File: config.mk
export PLATFORM = sky130hd
export DESIGN_NAME = superscript_complex_exponent_parser_top
export DESIGN_NICKNAME = d
export VERILOG_FILES = /design/src/rtl/core/scep_pkg.sv /design/src/rtl/core/scep_front.sv /design/src/rtl/core/scep_queue.sv /design/src/rtl/core/scep_back.sv /design/src/rtl/core/scep_out.sv /design/src/rtl/core/superscript_complex_exponent_parser_top.sv
export SDC_FILE = /design/constraint.sdc
export NUM_CORES = 1
export LEC_CHECK = 0
export BUFFER_PORTS_ARGS = -buffer_cell sky130_fd_sc_hd__buf_2
export CAP_MARGIN = 20
export CORE_ASPECT_RATIO = 0.75
export CORE_UTILIZATION = 63
export CTS_CLUSTER_DIAMETER = 40
export DETAILED_ROUTE_END_ITERATION = 10
export HOLD_SLACK_MARGIN = 0.05
export PLACE_DENSITY = 0.9
export SLEW_MARGIN = 10
export SYNTH_ARGS = -nofsm -noshare
export SYNTH_HDL_FRONTEND = slang
export SYNTH_SLANG_ARGS = --single-unit
File: constraint.sdc
create_clock -name clk -period 8 [get_ports clk]
set_clock_uncertainty 0.15 [all_clocks]
set_input_delay 2 -clock clk [delete_from_list [all_inputs] [get_ports clk]]
set_output_delay 2 -clock clk [all_outputs]
set_load 0.02 [all_outputs]
File: src/rtl/core/scep_pkg.sv
// Shared types, constants and the helper function of the superscript exponent parser.
`default_nettype none

package scep_pkg;

    // Span length limit
    localparam int MAX_SPAN   = 4095;
    localparam int SPAN_LIMIT = (MAX_SPAN < 4095) ? MAX_SPAN : 4095;
    localparam int LEN_W      = 12;

    // Event queue between decoder and term parser
    localparam int QDEPTH = 4;
    localparam int QPTR_W = $clog2(QDEPTH);
    localparam int QCNT_W = $clog2(QDEPTH + 1);

    // Code points of interest
    localparam logic [20:0] CP_SUP0  = 21'h02070;
    localparam logic [20:0] CP_SUP1  = 21'h000B9;
    localparam logic [20:0] CP_SUP2  = 21'h000B2;
    localparam logic [20:0] CP_SUP3  = 21'h000B3;
    localparam logic [20:0] CP_SUP4  = 21'h02074;
    localparam logic [20:0] CP_SUP9  = 21'h02079;
    localparam logic [20:0] CP_PLUS  = 21'h0207A;
    localparam logic [20:0] CP_MINUS = 21'h0207B;
    localparam logic [20:0] CP_I     = 21'h02071;

    // What one decoder beat means to the parser
    typedef enum logic [1:0] {
        EV_NONE,
        EV_CODE,
        EV_FAIL,
        EV_LIMIT
    } ev_kind_t;

    // Class of a complete code point
    typedef enum logic [2:0] {
        CL_OTHER,
        CL_DIGIT,
        CL_I,
        CL_PLUS,
        CL_MINUS
    } cp_class_t;

    // Term parser phase
    typedef enum logic [1:0] {
        PH_START,
        PH_SIGNED,
        PH_AFTER_I,
        PH_DIGITS
    } phase_t;

    typedef struct packed {
        ev_kind_t          kind;
        cp_class_t         cls;
        logic [3:0]        dval;
        logic [LEN_W-1:0]  pos;
        logic              last;
        logic              trunc;
    } ev_t;

    // Span outcome, with the pending term not yet added
    typedef struct packed {
        logic [LEN_W-1:0]  len;
        logic [31:0]       re;
        logic [31:0]       im;
        logic              ovf;
        logic              add_en;
        logic              add_imag;
        logic              neg;
        logic [31:0]       mag;
    } fin_t;

    // Signed 32-bit sum plus or minus an unsigned magnitude; MSB flags overflow
    function automatic logic [32:0] add_signed(
        input logic [31:0] acc,
        input logic [31:0] mag,
        input logic        neg
    );
        logic [33:0] a;
        logic [33:0] m;
        logic [33:0] e;
        logic        o;
        a = {{2{acc[31]}}, acc};
        m = {2'b00, mag};
        e = neg ? (a - m) : (a + m);
        o = (e[33:31] != 3'b000) && (e[33:31] != 3'b111);
        return {o, e[31:0]};
    endfunction

endpackage

`default_nettype wire

File: src/rtl/core/scep_front.sv
// Front end: accepts text bytes, decodes UTF-8 and classifies code points.
`default_nettype none

module scep_front (
    input  wire logic                       clk,
    input  wire logic                       rst_n,
    input  wire logic                       in_valid,
    output logic                            in_stall,
    input  wire logic [7:0]                 byte_req,
    input  wire logic                       last,
    input  wire logic                       q_full,
    output logic                            q_push,
    output scep_pkg::ev_t                   q_ev
);

    logic [20:0]                cp_reg;
    logic [20:0]                cp_next;
    logic [1:0]                 pend_reg;
    logic [1:0]                 pend_next;
    logic [scep_pkg::LEN_W-1:0] cnt_reg;
    logic [scep_pkg::LEN_W-1:0] cnt_next;

    localparam logic [scep_pkg::LEN_W-1:0] LIMIT = scep_pkg::LEN_W'(scep_pkg::SPAN_LIMIT);

    // Map a code point onto its term role
    function automatic scep_pkg::cp_class_t classify(input logic [20:0] c);
        scep_pkg::cp_class_t r;
        r = scep_pkg::CL_OTHER;
        if (c == scep_pkg::CP_I)
            r = scep_pkg::CL_I;
        else if (c == scep_pkg::CP_PLUS)
            r = scep_pkg::CL_PLUS;
        else if (c == scep_pkg::CP_MINUS)
            r = scep_pkg::CL_MINUS;
        else if (c inside {scep_pkg::CP_SUP0, scep_pkg::CP_SUP1, scep_pkg::CP_SUP2,
                           scep_pkg::CP_SUP3, [scep_pkg::CP_SUP4:scep_pkg::CP_SUP9]})
            r = scep_pkg::CL_DIGIT;
        return r;
    endfunction

    function automatic logic [3:0] digit_of(input logic [20:0] c);
        logic [3:0] d;
        d = 4'd0;
        if (c == scep_pkg::CP_SUP1)
            d = 4'd1;
        else if (c == scep_pkg::CP_SUP2)
            d = 4'd2;
        else if (c == scep_pkg::CP_SUP3)
            d = 4'd3;
        else if (c inside {[scep_pkg::CP_SUP4:scep_pkg::CP_SUP9]})
            d = 4'd4 + c[3:0] - scep_pkg::CP_SUP4[3:0];
        return d;
    endfunction

    assign in_stall = q_full;
    assign q_push   = in_valid && !q_full;

    // Decode one byte into an event
    always_comb
    begin
        logic [20:0] v;
        logic        bad;
        v         = ((cp_reg << 6) | {15'd0, byte_req[5:0]});
        bad       = 1'b0;
        cp_next   = cp_reg;
        pend_next = pend_reg;
        cnt_next  = cnt_reg;
        q_ev       = '0;
        q_ev.kind  = scep_pkg::EV_NONE;
        q_ev.cls   = scep_pkg::CL_OTHER;
        q_ev.pos   = cnt_reg + 1'b1;
        q_ev.last  = last;
        if (cnt_reg == LIMIT)
        begin
            q_ev.kind  = scep_pkg::EV_LIMIT;
            q_ev.trunc = (pend_reg != 2'd0);
        end
        else
        begin
            cnt_next = cnt_reg + 1'b1;
            if (pend_reg == 2'd0)
            begin
                if (byte_req < 8'h80)
                begin
                    q_ev.kind = scep_pkg::EV_CODE;
                    q_ev.cls  = classify({13'd0, byte_req});
                    q_ev.dval = digit_of({13'd0, byte_req});
                end
                else if (byte_req inside {[8'hC2:8'hDF]})
                begin
                    cp_next   = {16'd0, byte_req[4:0]};
                    pend_next = 2'd1;
                end
                else if (byte_req inside {[8'hE0:8'hEF]})
                begin
                    cp_next   = {17'd0, byte_req[3:0]};
                    pend_next = 2'd2;
                end
                else if (byte_req inside {[8'hF0:8'hF7]})
                begin
                    cp_next   = {18'd0, byte_req[2:0]};
                    pend_next = 2'd3;
                end
                else
                begin
                    bad = 1'b1;
                end
            end
            else
            begin
                if (byte_req[7:6] != 2'b10)
                    bad = 1'b1;
                else if (pend_reg == 2'd3)
                    bad = (v < 21'h10) || (v > 21'h10F);
                else if (pend_reg == 2'd2 && cp_reg <= 21'h0F)
                    bad = (v < 21'h20) || (v >= 21'h360 && v <= 21'h37F);
                if (!bad)
                begin
                    cp_next   = v;
                    pend_next = pend_reg - 2'd1;
                    if (pend_reg == 2'd1)
                    begin
                        q_ev.kind = scep_pkg::EV_CODE;
                        q_ev.cls  = classify(v);
                        q_ev.dval = digit_of(v);
                    end
                end
            end
            if (bad)
            begin
                q_ev.kind = scep_pkg::EV_FAIL;
                pend_next = 2'd0;
            end
            q_ev.trunc = (pend_next != 2'd0);
        end
        // Span end: decoder starts clean
        if (last)
        begin
            pend_next = 2'd0;
            cnt_next  = '0;
        end
    end

    always_ff @(posedge clk or negedge rst_n)
    begin
        if (!rst_n)
        begin
            cp_reg   <= '0;
            pend_reg <= 2'd0;
            cnt_reg  <= '0;
        end
        else if (q_push)
        begin
            cp_reg   <= cp_next;
            pend_reg <= pend_next;
            cnt_reg  <= cnt_next;
        end
    end

    // The byte counter never runs past the span limit and restarts after a final beat
    a_cnt_cap: assert property (@(posedge clk) disable iff (!rst_n)
        cnt_reg <= LIMIT)
        else $error("byte counter past span limit");
    a_cnt_restart: assert property (@(posedge clk) disable iff (!rst_n)
        q_push && last |=> cnt_reg == '0 && pend_reg == 2'd0)
        else $error("decoder not cleared after final beat");

endmodule

`default_nettype wire

File: src/rtl/core/scep_queue.sv
// Short event queue between the decoder and the term parser.
`default_nettype none

module scep_queue (
    input  wire logic           clk,
    input  wire logic           rst_n,
    input  wire logic           push,
    input  wire scep_pkg::ev_t  push_ev,
    output logic                full,
    input  wire logic           pop,
    output logic                q_valid,
    output scep_pkg::ev_t       q_ev
);

    scep_pkg::ev_t                 mem [scep_pkg::QDEPTH];
    logic [scep_pkg::QPTR_W-1:0]   wr_reg;
    logic [scep_pkg::QPTR_W-1:0]   wr_next;
    logic [scep_pkg::QPTR_W-1:0]   rd_reg;
    logic [scep_pkg::QPTR_W-1:0]   rd_next;
    logic [scep_pkg::QCNT_W-1:0]   cnt_reg;
    logic [scep_pkg::QCNT_W-1:0]   cnt_next;

    localparam logic [scep_pkg::QCNT_W-1:0] DEPTH = scep_pkg::QCNT_W'(scep_pkg::QDEPTH);
    localparam logic [scep_pkg::QPTR_W-1:0] LAST_SLOT =
        scep_pkg::QPTR_W'(scep_pkg::QDEPTH - 1);

    assign full    = (cnt_reg == DEPTH);
    assign q_valid = (cnt_reg != '0);
    assign q_ev    = mem[rd_reg];

    // Pointer and fill bookkeeping
    always_comb
    begin
        wr_next  = wr_reg;
        rd_next  = rd_reg;
        cnt_next = cnt_reg;
        if (push)
            wr_next = (wr_reg == LAST_SLOT) ? '0 : wr_reg + 1'b1;
        if (pop)
            rd_next = (rd_reg == LAST_SLOT) ? '0 : rd_reg + 1'b1;
        if (push && !pop)
            cnt_next = cnt_reg + 1'b1;
        else if (pop && !push)
            cnt_next = cnt_reg - 1'b1;
    end

    always_ff @(posedge clk or negedge rst_n)
    begin
        if (!rst_n)
        begin
            wr_reg  <= '0;
            rd_reg  <= '0;
            cnt_reg <= '0;
        end
        else
        begin
            wr_reg  <= wr_next;
            rd_reg  <= rd_next;
            cnt_reg <= cnt_next;
        end
    end

    always_ff @(posedge clk)
    begin
        if (push)
            mem[wr_reg] <= push_ev;
    end

    a_fill_range: assert property (@(posedge clk) disable iff (!rst_n)
        cnt_reg <= DEPTH && (cnt_reg == '0 || cnt_reg == DEPTH || wr_reg != rd_reg))
        else $error("queue fill count out of step with pointers");

endmodule

`default_nettype wire

File: src/rtl/core/scep_back.sv
// Term parser: sums superscript terms from classified code points.
`default_nettype none

module scep_back (
    input  wire logic           clk,
    input  wire logic           rst_n,
    input  wire logic           q_valid,
    input  wire scep_pkg::ev_t  q_ev,
    output logic                q_pop,
    output logic                rec_valid,
    output scep_pkg::fin_t      rec,
    input  wire logic           rec_ready
);

    scep_pkg::phase_t               phase_reg;
    scep_pkg::phase_t               phase_next;
    logic                           first_reg;
    logic                           first_next;
    logic                           neg_reg;
    logic                           neg_next;
    logic                           sign_reg;
    logic                           sign_next;
    logic                           imf_reg;
    logic                           imf_next;
    logic                           done_reg;
    logic                           done_next;
    logic                           ovf_reg;
    logic                           ovf_next;
    logic [31:0]                    num_reg;
    logic [31:0]                    num_next;
    logic [31:0]                    re_reg;
    logic [31:0]                    re_next;
    logic [31:0]                    im_reg;
    logic [31:0]                    im_next;
    logic [scep_pkg::LEN_W-1:0]     len_reg;
    logic [scep_pkg::LEN_W-1:0]     len_next;

    // Values after this beat, before the end-of-span clear
    scep_pkg::phase_t               e_phase;
    logic                           e_first;
    logic                           e_neg;
    logic                           e_sign;
    logic                           e_imf;
    logic                           e_done;
    logic                           e_ovf;
    logic [31:0]                    e_num;
    logic [31:0]                    e_re;
    logic [31:0]                    e_im;
    logic [scep_pkg::LEN_W-1:0]     e_len;
    logic                           e_add;

    logic [35:0]                    mul10;
    logic [32:0]                    term_sum;
    logic                           term_to_im;

    // Decimal digit accumulate: n * 10 + d
    assign mul10 = ({4'd0, num_reg} << 3) + ({4'd0, num_reg} << 1) + {32'd0, q_ev.dval};

    // Adds the term in progress to its sum
    assign term_to_im = imf_reg || (phase_reg == scep_pkg::PH_AFTER_I) ||
                        (phase_reg == scep_pkg::PH_DIGITS && q_ev.cls == scep_pkg::CL_I);
    assign term_sum = scep_pkg::add_signed(term_to_im ? im_reg : re_reg,
                          (phase_reg == scep_pkg::PH_DIGITS) ? num_reg : 32'd1, neg_reg);

    assign q_pop     = q_valid && (!q_ev.last || rec_ready);
    assign rec_valid = q_pop && q_ev.last;

    // Next state of the term parser
    always_comb
    begin
        logic do_start;
        logic do_body;
        logic allowed;
        logic dig_cls;
        logic eos;
        e_phase  = phase_reg;
        e_first  = first_reg;
        e_neg    = neg_reg;
        e_sign   = sign_reg;
        e_imf    = imf_reg;
        e_done   = done_reg;
        e_ovf    = ovf_reg;
        e_num    = num_reg;
        e_re     = re_reg;
        e_im     = im_reg;
        e_len    = len_reg;
        e_add    = 1'b0;
        do_start = 1'b0;
        do_body  = 1'b0;
        allowed  = 1'b0;
        eos      = 1'b0;
        dig_cls  = (q_ev.cls == scep_pkg::CL_DIGIT);
        if (q_pop && !done_reg)
        begin
            case (q_ev.kind)
                scep_pkg::EV_FAIL:
                begin
                    e_len  = '0;
                    e_re   = '0;
                    e_im   = '0;
                    e_done = 1'b1;
                end
                scep_pkg::EV_LIMIT:
                begin
                    e_ovf = 1'b1;
                    eos   = 1'b1;
                end
                scep_pkg::EV_CODE:
                begin
                    case (phase_reg)
                        scep_pkg::PH_START:
                            do_start = 1'b1;
                        scep_pkg::PH_SIGNED:
                            do_body = 1'b1;
                        scep_pkg::PH_AFTER_I:
                        begin
                            if (dig_cls)
                            begin
                                e_num   = {28'd0, q_ev.dval};
                                e_len   = q_ev.pos;
                                e_phase = scep_pkg::PH_DIGITS;
                            end
                            else if (q_ev.cls == scep_pkg::CL_I)
                            begin
                                e_len  = '0;
                                e_re   = '0;
                                e_im   = '0;
                                e_done = 1'b1;
                            end
                            else
                            begin
                                do_start = 1'b1;
                            end
                        end
                        default:
                        begin
                            if (dig_cls)
                            begin
                                e_num = mul10[31:0];
                                if (mul10[35:31] != 5'd0)
                                    e_ovf = 1'b1;
                                e_len = q_ev.pos;
                            end
                            else if (q_ev.cls == scep_pkg::CL_I)
                            begin
                                if (imf_reg)
                                begin
                                    e_len  = '0;
                                    e_re   = '0;
                                    e_im   = '0;
                                    e_done = 1'b1;
                                end
                                else
                                begin
                                    e_len = q_ev.pos;
                                end
                            end
                            else
                            begin
                                do_start = 1'b1;
                            end
                        end
                    endcase
                    // Close the running term: after an i, or before a new term
                    if (phase_reg == scep_pkg::PH_DIGITS || phase_reg == scep_pkg::PH_AFTER_I)
                    begin
                        if (do_start || (phase_reg == scep_pkg::PH_DIGITS &&
                            q_ev.cls == scep_pkg::CL_I && !imf_reg))
                        begin
                            if (term_to_im)
                                e_im = term_sum[31:0];
                            else
                                e_re = term_sum[31:0];
                            if (term_sum[32])
                                e_ovf = 1'b1;
                            e_phase = scep_pkg::PH_START;
                            e_first = 1'b0;
                            e_neg   = 1'b0;
                            e_sign  = 1'b0;
                            e_imf   = 1'b0;
                            e_num   = '0;
                        end
                    end
                    // Optional sign
                    if (do_start)
                    begin
                        if (q_ev.cls == scep_pkg::CL_PLUS || q_ev.cls == scep_pkg::CL_MINUS)
                        begin
                            e_sign  = 1'b1;
                            e_neg   = e_neg || (q_ev.cls == scep_pkg::CL_MINUS);
                            e_phase = scep_pkg::PH_SIGNED;
                        end
                        else
                        begin
                            do_body = 1'b1;
                        end
                    end
                    // Term body start
                    if (do_body)
                    begin
                        allowed = e_sign || e_first;
                        if (q_ev.cls == scep_pkg::CL_I || dig_cls)
                        begin
                            if (!allowed)
                            begin
                                e_len  = '0;
                                e_re   = '0;
                                e_im   = '0;
                                e_done = 1'b1;
                            end
                            else if (dig_cls)
                            begin
                                e_num   = {28'd0, q_ev.dval};
                                e_len   = q_ev.pos;
                                e_phase = scep_pkg::PH_DIGITS;
                            end
                            else
                            begin
                                e_imf   = 1'b1;
                                e_len   = q_ev.pos;
                                e_phase = scep_pkg::PH_AFTER_I;
                            end
                        end
                        else if (e_sign)
                        begin
                            e_len  = '0;
                            e_re   = '0;
                            e_im   = '0;
                            e_done = 1'b1;
                        end
                        else
                        begin
                            e_done = 1'b1;
                        end
                    end
                    eos = q_ev.last && !e_done;
                end
                default:
                    eos = q_ev.last;
            endcase
            // End of span: truncated code point or dangling sign fails
            if (eos)
            begin
                if (q_ev.trunc || e_phase == scep_pkg::PH_SIGNED)
                begin
                    e_len = '0;
                    e_re  = '0;
                    e_im  = '0;
                end
                else
                begin
                    e_add = (e_phase == scep_pkg::PH_DIGITS) ||
                            (e_phase == scep_pkg::PH_AFTER_I);
                end
                e_done = 1'b1;
            end
        end
    end

    // Register updates and result record
    always_comb
    begin
        rec          = '0;
        rec.len      = e_len;
        rec.re       = e_re;
        rec.im       = e_im;
        rec.ovf      = e_ovf;
        rec.add_en   = e_add;
        rec.add_imag = e_imf || (e_phase == scep_pkg::PH_AFTER_I);
        rec.neg      = e_neg;
        rec.mag      = (e_phase == scep_pkg::PH_DIGITS) ? e_num : 32'd1;
        phase_next = e_phase;
        first_next = e_first;
        neg_next   = e_neg;
        sign_next  = e_sign;
        imf_next   = e_imf;
        done_next  = e_done;
        ovf_next   = e_ovf;
        num_next   = e_num;
        re_next    = e_re;
        im_next    = e_im;
        len_next   = e_len;
        if (rec_valid)
        begin
            phase_next = scep_pkg::PH_START;
            first_next = 1'b1;
            neg_next   = 1'b0;
            sign_next  = 1'b0;
            imf_next   = 1'b0;
            done_next  = 1'b0;
            ovf_next   = 1'b0;
            num_next   = '0;
            re_next    = '0;
            im_next    = '0;
            len_next   = '0;
        end
    end

    always_ff @(posedge clk or negedge rst_n)
    begin
        if (!rst_n)
        begin
            phase_reg <= scep_pkg::PH_START;
            first_reg <= 1'b1;
            neg_reg   <= 1'b0;
            sign_reg  <= 1'b0;
            imf_reg   <= 1'b0;
            done_reg  <= 1'b0;
            ovf_reg   <= 1'b0;
            num_reg   <= '0;
            re_reg    <= '0;
            im_reg    <= '0;
            len_reg   <= '0;
        end
        else
        begin
            phase_reg <= phase_next;
            first_reg <= first_next;
            neg_reg   <= neg_next;
            sign_reg  <= sign_next;
            imf_reg   <= imf_next;
            done_reg  <= done_next;
            ovf_reg   <= ovf_next;
            num_reg   <= num_next;
            re_reg    <= re_next;
            im_reg    <= im_next;
            len_reg   <= len_next;
        end
    end

    // Once decided, later beats of the span leave the sums alone
    a_done_holds: assert property (@(posedge clk) disable iff (!rst_n)
        q_pop && done_reg && !q_ev.last |=> $stable(re_reg) && $stable(im_reg) && done_reg)
        else $error("sums changed after span outcome was fixed");
    // No accepted bytes means no sums and no pending term
    a_empty_rec: assert property (@(posedge clk) disable iff (!rst_n)
        rec_valid && rec.len == '0 |-> rec.re == '0 && rec.im == '0 && !rec.add_en)
        else $error("zero-length result carries a sum");

endmodule

`default_nettype wire

File: src/rtl/core/scep_out.sv
// Result stage: adds the last pending term, then holds the result for the consumer.
`default_nettype none

module scep_out (
    input  wire logic                       clk,
    input  wire logic                       rst_n,
    input  wire logic                       rec_valid,
    input  wire scep_pkg::fin_t             rec,
    output logic                            rec_ready,
    output logic                            out_valid,
    input  wire logic                       out_stall,
    output logic [scep_pkg::LEN_W-1:0]      length,
    output logic signed [31:0]              real_part,
    output logic signed [31:0]              imag_part,
    output logic                            overflow
);

    logic                           fin_valid_reg;
    scep_pkg::fin_t                 fin_reg;
    logic                           out_valid_reg;
    logic [scep_pkg::LEN_W-1:0]     len_reg;
    logic [31:0]                    re_reg;
    logic [31:0]                    re_next;
    logic [31:0]                    im_reg;
    logic [31:0]                    im_next;
    logic                           ovf_reg;
    logic                           ovf_next;
    logic                           out_free;
    logic                           fin_free;
    logic [32:0]                    sum;

    assign out_free  = !out_valid_reg || !out_stall;
    assign fin_free  = !fin_valid_reg || out_free;
    assign rec_ready = fin_free;

    // Final term add
    assign sum = scep_pkg::add_signed(fin_reg.add_imag ? fin_reg.im : fin_reg.re,
                                      fin_reg.mag, fin_reg.neg);

    always_comb
    begin
        re_next  = fin_reg.re;
        im_next  = fin_reg.im;
        ovf_next = fin_reg.ovf;
        if (fin_reg.add_en)
        begin
            if (fin_reg.add_imag)
                im_next = sum[31:0];
            else
                re_next = sum[31:0];
            ovf_next = fin_reg.ovf || sum[32];
        end
    end

    always_ff @(posedge clk or negedge rst_n)
    begin
        if (!rst_n)
        begin
            fin_valid_reg <= 1'b0;
            out_valid_reg <= 1'b0;
        end
        else
        begin
            if (fin_free)
                fin_valid_reg <= rec_valid;
            if (out_free)
                out_valid_reg <= fin_valid_reg;
        end
    end

    always_ff @(posedge clk)
    begin
        if (fin_free && rec_valid)
            fin_reg <= rec;
        if (out_free && fin_valid_reg)
        begin
            len_reg <= fin_reg.len;
            re_reg  <= re_next;
            im_reg  <= im_next;
            ovf_reg <= ovf_next;
        end
    end

    assign out_valid = out_valid_reg;
    assign length    = len_reg;
    assign real_part = re_reg;
    assign imag_part = im_reg;
    assign overflow  = ovf_reg;

    a_advance: assert property (@(posedge clk) disable iff (!rst_n)
        fin_valid_reg && out_free |=> out_valid_reg)
        else $error("staged result lost on its way to the output register");

endmodule

`default_nettype wire

File: src/rtl/core/superscript_complex_exponent_parser_top.sv
// Top level of the superscript complex exponent parser.
// Takes one UTF-8 byte per beat and gives one result beat on each byte marked last: the
// byte length of the leading run of superscript terms, its real and imaginary sums, and
// an overflow flag. Bytes are accepted at one per cycle as long as the four-entry event
// queue between the UTF-8 decoder and the term parser has room; the parser drains one
// event per cycle unless the final-add stage cannot take a result, and a result passes
// through the final-add stage before it sits in the output register. Spans longer than
// 4095 bytes flag overflow and are judged at that point.
`default_nettype none

module superscript_complex_exponent_parser_top (
    input  wire logic                       clk,
    input  wire logic                       rst_n,
    input  wire logic                       in_valid,
    output logic                            in_stall,
    input  wire logic [7:0]                 byte_req,
    input  wire logic                       last,
    output logic                            out_valid,
    input  wire logic                       out_stall,
    output logic [scep_pkg::LEN_W-1:0]      length,
    output logic signed [31:0]              real_part,
    output logic signed [31:0]              imag_part,
    output logic                            overflow
);

    logic               q_full;
    logic               q_push;
    scep_pkg::ev_t      push_ev;
    logic               q_pop;
    logic               q_valid;
    scep_pkg::ev_t      q_ev;
    logic               rec_valid;
    logic               rec_ready;
    scep_pkg::fin_t     rec;

    scep_front u_front (
        .clk      (clk),
        .rst_n    (rst_n),
        .in_valid (in_valid),
        .in_stall (in_stall),
        .byte_req (byte_req),
        .last     (last),
        .q_full   (q_full),
        .q_push   (q_push),
        .q_ev     (push_ev)
    );

    scep_queue u_queue (
        .clk     (clk),
        .rst_n   (rst_n),
        .push    (q_push),
        .push_ev (push_ev),
        .full    (q_full),
        .pop     (q_pop),
        .q_valid (q_valid),
        .q_ev    (q_ev)
    );

    scep_back u_back (
        .clk       (clk),
        .rst_n     (rst_n),
        .q_valid   (q_valid),
        .q_ev      (q_ev),
        .q_pop     (q_pop),
        .rec_valid (rec_valid),
        .rec       (rec),
        .rec_ready (rec_ready)
    );

    scep_out u_out (
        .clk       (clk),
        .rst_n     (rst_n),
        .rec_valid (rec_valid),
        .rec       (rec),
        .rec_ready (rec_ready),
        .out_valid (out_valid),
        .out_stall (out_stall),
        .length    (length),
        .real_part (real_part),
        .imag_part (imag_part),
        .overflow  (overflow)
    );

endmodule

`default_nettype wire

==> metrics.yaml, run 1 <==
run_status:
  status: "complete, no violations"
critical_path:
  cp_max_fo: 32
  critPathKind: "register to register"
  crit_chain: "nand2_1 -> nor4b_1 -> nor2_2 -> buf_4 -> mux2_2 -> fa_1 -> a211oi_1 -> o211ai_1 -> a221oi_1 -> a2111o_1 -> a21oi_1 -> o21ai_0 -> nor2b_1 -> o311ai_0 -> a22o_1 -> and2_1"
  critPathSlowestCell: "dfrtp_1"
  critPathArrivalTime_ns: 6.77
  required_ns: 8.33
  cp-end-kind: "register"
  r2r_cells: 16
  max_stage_delay_ns: 0.80
  r2r-end: "u_back.im_reg[30]"
  start_kind: "register"
  r2r-start: "u_back.phase_reg[1]"
  reg2reg_slack_ns: 1.57
clock_tree:
  cts_buffer_depth: 3
  clock-sinks: 441
  post_cts_resized: 0
  numCtsBuffers: 48
  clk_pin_slew_ns: 0.06
  insertion_delay_ns: 0.59
  postCtsSetupRepairBufs: 0
  h-tree-depth: 2
  cts_tree: "yes"
  root_buffer: "clkbuf_16"
  cts_hold_buf: 0
placed_design:
  numPortBuffers: 91
  place.gp.congestion: 0.997
  dpl_cell_area_sq_mm: 0.0272
  hpwl_mm: 50.2
  preCtsSetupSlack_ns: 1.85
yosys:
  synth_top_family_by_area: "compound AO/OA/AOI/OAI gates"
  synth_nets: 2699
  yosys.area.top_type: "edfxtp_1"
  synth-seq-area-share_pct: 47.3
  yosys.area_share.simple_pct: 14.1
  synth-edff-count: 281
  postSynthAreaPerCell_sq_um: 10.4
  synth_compound_gate_area_share_pct: 17.4
  yosys.area_share.xor_xnor_pct: 4.89
  synth_common_cells: "edfxtp_1 (281), nor2_1 (209), nand2_1 (196)"
  synth_most_common_cell: "edfxtp_1"
  synth_cell_type_count: 81
  synth-adder-area-share_pct: 7.19
  synth_seq_cells: 441
  synthArstFlopShare_pct: 36.3
  synth.area.mux_share_pct: 5.79
  yosysTopAreaCellShare_pct: 32.1
  ys_warn_count: 0
  synth_area_sq_mm: 0.0263
  syn-instance-count: 2538
  synth_area_leaders: "edfxtp_1 (32%), dfrtp_1 (15%), ha_1 (6.8%)"
  synth_flop_cell: "edfxtp_1"
drt:
  drtIter0Drc: 2672
  vias: 21100
  wire_per_inst_microns: 22.5
  drt_first_pass_iters: 6
  routed_wl_mm: 71.2
  ant_nets: 0
  drc_errors: 0
  via_per_inst: 6.64
min_path:
  hold_depth: 0
  hold_class: "register to register"
  hold-path-endpoint: "u_out.length[7]"
  hold_start: "u_out.fin_reg[107]"
global_routing:
  grt_pass1_vias: 19800
  grt.total_usage_pct: 33.3
  antenna_found_initial: 0
  grt_remaining_overflow: 0
  grt_pass1_wl_mm: 110
  grt_max_degree: 118
die:
  die_h_microns: 179
  die_width_microns: 238
  die-area_sq_mm: 0.0426
  rows: 64
  fp.coreArea_sq_mm: 0.0409
  start_util_pct: 64.2
  ios: 92
sta:
  layout_setup_ws_ns: 1.57
  fin_crit_sh_pct: 80.4
  finalHoldViolCount: 0
  slew_viol_final: 0
  hold_ws_ns: 0.271
  final-setup-viol-count: 0
  max_freq_mhz: 155
  setup_tns_ns: 0
  slew_headroom_pct: 27.1
  fin_crit_ns: 6.43
  rsz0062_at_grt: "no"
  max_slew.worst_pin.slew_ns: 1.09
pwr:
  p_int_w: 0.00696
  clkPwrFrac_pct: 17.2
  peakVddDrop_v: 0.000345
  leakagePower_nw: 12.2
  p_comb_share_pct: 51.2
  switchingPower_w: 0.00570
  p_sw_share_pct: 45.0
  p_per_area_mw_per_mm2: 441
  seqPwrFrac_pct: 31.7
final_layout:
  largest_register_ffs: 112
  fillCellCount: 2794
  fin_area_sq_mm: 0.0287
  nets: 2735
  drive_above_1_share_pct: 12.3
  diodes: 0
  area_growth_pct: 9.30
flow_run:
  max_cap_viol_count: 0
-- cell families after synthesis --
| group | after synthesis |
|---|---|
| fa+ha+maj | 148 |
| xor+xnor | 145 |
| simple gates | 761 |
| flops | 441 |
| buf+inv | 225 |
| mux | 127 |
| compound gates | 691 |
-- worst max-delay path, delay by kind of cell (launching register included) --
| family | cells | cell delay, ns |
|---|---|---|
| muxes | 1 | 0.38 |
| adders and majority gates | 1 | 0.50 |
| and+or+nand+nor | 5 | 1.76 |
| buffers and inverters | 1 | 0.30 |
| AOI/OAI and AO/OA | 8 | 2.42 |
| DFF | 1 | 0.80 |
-- layout by cell type (no fill, tap or decap), types with 11 or more instances in the layout --
master / instances
mux2i_1: 26
mux4_2: 11
nand3b_1: 18
ha_1: 143
o21a_1: 11
inv_1: 91
a21oi_1: 165
a22oi_1: 28
a21o_1: 59
nor2_1: 207
or3_1: 13
buf_4: 25
o21ai_0: 161
o21bai_1: 26
xnor2_1: 98
a211oi_1: 14
nand3_1: 44
nor3_1: 46
xor2_1: 46
buf_2: 90
a22o_1: 90
clkbuf_1: 13
and3_1: 17
or2_2: 12
mux2_2: 90
a2bb2oi_1: 12
nor4_1: 21
o211ai_1: 26
dfrtp_1: 159
clkbuf_16: 49
nor2b_1: 26
edfxtp_1: 281
a31oi_1: 14
nand4_1: 27
nand2_1: 195
nand2b_1: 32
and2_1: 74
-- area by class of cell --
| class | count | area (sq um) | share of cell area [%] |
|---|---|---|---|
| multi-input cells | 1872 | 13000 | 45.3 |
| flip-flops and latches | 441 | 12400 | 43.3 |
| clock buffers | 63 | 1290 | 4.48 |
| well taps | 561 | 702 | 2.44 |
| repair buffers | 118 | 692 | 2.41 |
| inverters | 93 | 354 | 1.23 |
| clock inverters | 25 | 250 | 0.871 |
-- stage by stage --
stage	std cells	total power, W	utilization (%)
finish	3173	0.0127	70.2
global route	3173	0.0133	70.2
CTS	3171	0.0124	70.1
detailed placement	3083	0.0102	66.4
global placement	3083	0.00991	66.4
floorplan	2538	0.00853	-
-- routing by layer --
| layer | routed length [microns] | vias up | track usage (%) |
|---|---|---|---|
| li1 | - | 9442 | - |
| met1 | 30600 | 10100 | 49.0 |
| met2 | 30400 | 1291 | 49.4 |
| met3 | 8410 | 176 | 8.04 |
| met4 | 1850 | 0 | 8.82 |
| met5 | 0 | - | 0 |
-- power groups by stage --
stage | sequential, W | combinational, W | clock, W
after CTS | 0.00396 | 0.00628 | 0.00218
after global placement | 0.00394 | 0.00597 | 0
final | 0.00401 | 0.00648 | 0.00217
after global routing | 0.00405 | 0.00699 | 0.00227
after detailed placement | 0.00399 | 0.00619 | 0
after floorplan | 0.00408 | 0.00446 | 0
-- worst max path at each step --
stage                        start                 to  slack [ns]  cells past startpoint
6_report       u_back.phase_reg[1]  u_back.im_reg[30]        1.57                     16
5_1_grt        u_back.phase_reg[1]  u_back.re_reg[30]        1.27                     16
2_1_floorplan            out_stall   u_out.fin_reg[0]        1.36                      5
4_1_cts        u_back.phase_reg[1]  u_out.fin_reg[35]        1.80                     16
3_5_place_dp   u_back.phase_reg[1]  u_back.re_reg[30]        1.85                     16
3_3_place_gp   u_back.phase_reg[1]  u_out.fin_reg[35]        2.08                     16
Power figures use the tool's default switching activity.
==> inputs of run 2 (changes only) <==
==> constraint.sdc (replaced) <==
create_clock -name clk -period 6 [get_ports clk]
set_clock_uncertainty 0.15 [all_clocks]
set_input_delay 1.5 -clock clk [delete_from_list [all_inputs] [get_ports clk]]
set_output_delay 1.5 -clock clk [all_outputs]
set_load 0.02 [all_outputs]
==> metrics.yaml, run 2 (synthesis gave the netlist of run 1 again) <==
drt:
  ant_nets: 0
  via_per_inst: 6.78
  routed_wl_mm: 72.6
  drc_errors: 0
  vias: 21600
  wire_per_inst_microns: 22.8
  drtIter0Drc: 3335
  drt_first_pass_iters: 8
clock_tree:
  clock-sinks: 441
  insertion_delay_ns: 0.59
  cts_buffer_depth: 3
  cts_hold_buf: 0
  h-tree-depth: 2
  root_buffer: "clkbuf_16"
  clk_pin_slew_ns: 0.07
  cts_tree: "yes"
  numCtsBuffers: 47
die:
  die-area_sq_mm: 0.0426
  fp.coreArea_sq_mm: 0.0409
  die_width_microns: 238
  rows: 64
  die_h_microns: 179
  ios: 92
  start_util_pct: 64.2
sta:
  max_slew.worst_pin.slew_ns: 1.05
  setup_tns_ns: 0
  finalHoldViolCount: 0
  fin_crit_ns: 5.70
  final-setup-viol-count: 0
  max_freq_mhz: 175
  slew_viol_final: 0
  fin_crit_sh_pct: 95.0
  slew_headroom_pct: 29.4
  rsz0062_at_grt: "no"
global_routing:
  grt_pass1_vias: 20000
  grt.total_usage_pct: 33.8
  grt_max_degree: 140
  grt_pass1_wl_mm: 112
  grt_remaining_overflow: 0
  antenna_found_initial: 8
min_path:
  hold_depth: 0
  hold_class: "register to register"
  hold_start: "u_out.fin_reg[107]"
  hold-path-endpoint: "u_out.length[7]"
final_layout:
  seqCellArea_sq_mm: 0.0124
  area_growth_pct: 10.2
  multiInputGateArea_sq_mm: 0.0130
  final_cell_mix: "edfxtp_1 (281), nor2_1 (207), nand2_1 (195), a21oi_1 (165), o21ai_0 (161)"
  nets: 2747
  drive_above_1_share_pct: 13.4
  final_common_cell: "edfxtp_1"
  fillCellCount: 2593
  utilization_pct: 70.8
  largest_register_ffs: 112
  fin_area_sq_mm: 0.0290
  final_cell_count_no_fill: 3188
pwr:
  peakVddDrop_v: 0.000389
  p_per_area_mw_per_mm2: 591
  leakagePower_nw: 12.3
  p_total_w: 0.0171
critical_path:
  start_kind: "register"
  r2r-start: "u_out.fin_reg[6]"
  reg2reg_slack_ns: 0.30
  r2r-end: "u_out.overflow"
  critPathArrivalTime_ns: 5.86
  critPathKind: "register to register"
  cp-end-kind: "register"
  cp_max_fo: 6
  r2r_cells: 17
  required_ns: 6.16
placed_design:
  hpwl_mm: 50.4
  dpl_cell_area_sq_mm: 0.0273
  place.gp.congestion: 0.982
  place_inst: 3097
  numPortBuffers: 91
flow_run:
  max_cap_viol_count: 0
run_status:
  status: "complete, no violations"
run 2: what timing repair did:
item | in CTS | in global routing
setup buffers | 0 | 0
endpoints found under the setup margin | 0 | 8
gates resized for setup | 0 | 4
run 2: through the flow:
stage	hold slack (ns)	setup slack, ns
floorplan	0.250	0.331
global placement	0.254	0.575
detailed placement	0.256	0.308
CTS	0.272	0.166
global route	0.273	0.0188
finish	0.271	0.300
run 2: worst max-delay path by stage:
| stage | startpoint | cells after the start | slack [ns] | to |
|---|---|---|---|---|
| 2_1_floorplan | out_stall | 1 | 0.33 | u_out.imag_part[0] |
| 3_3_place_gp | u_queue.rd_reg[0] | 18 | 0.58 | u_out.fin_reg[35] |
| 3_5_place_dp | u_queue.rd_reg[0] | 18 | 0.31 | u_back.re_reg[30] |
| 4_1_cts | u_out.fin_reg[6] | 15 | 0.17 | u_out.overflow |
| 5_1_grt | u_queue.rd_reg[0] | 16 | 0.02 | u_back.im_reg[30] |
| 6_report | u_out.fin_reg[6] | 17 | 0.30 | u_out.overflow |
run 2: report_power, final:
part | internal [W] | leakage (nW) | total [W] | switching, W
Combinational | 0.00311 | 6.63 | 0.00875 | 0.00564
Clock | 0.00171 | 0.799 | 0.00306 | 0.00135
Sequential | 0.00460 | 4.90 | 0.00530 | 0.000700
Total | 0.00941 | 12.3 | 0.0171 | 0.00769
run 2: per-layer routing:
metal	up-vias	GRT usage, %	share of wire [%]
li1	9465	-	-
met1	10300	49.7	42
met2	1613	50.0	43
met3	222	8.30	13
met4	8	8.95	2.6
met5	-	0	0.077
run 2: final cells by class:
cell class,instances,area share [%]
inverters,93,1.22
multi-input cells,1872,45.0
clock inverters,37,1.46
repair buffers,131,2.74
flip-flops and latches,441,43.0
well taps,561,2.42
diodes,2,0.0173
clock buffers,51,4.22
run 2: critical path, cell delays in order (launching register included):
cell	delay [ns]
edfxtp_1	0.49
or4_1	0.69
or4b_2	0.74
nor2_1	0.16
nand2_1	0.10
nor3_1	0.28
buf_4	0.20
nor2_1	0.05
xnor2_1	0.14
ha_1	0.38
nand4_1	0.14
or4_1	0.60
a211oi_2	0.29
a211oi_1	0.17
o31a_1	0.31
xnor2_1	0.19
nor4b_1	0.28
a211oi_1	0.08
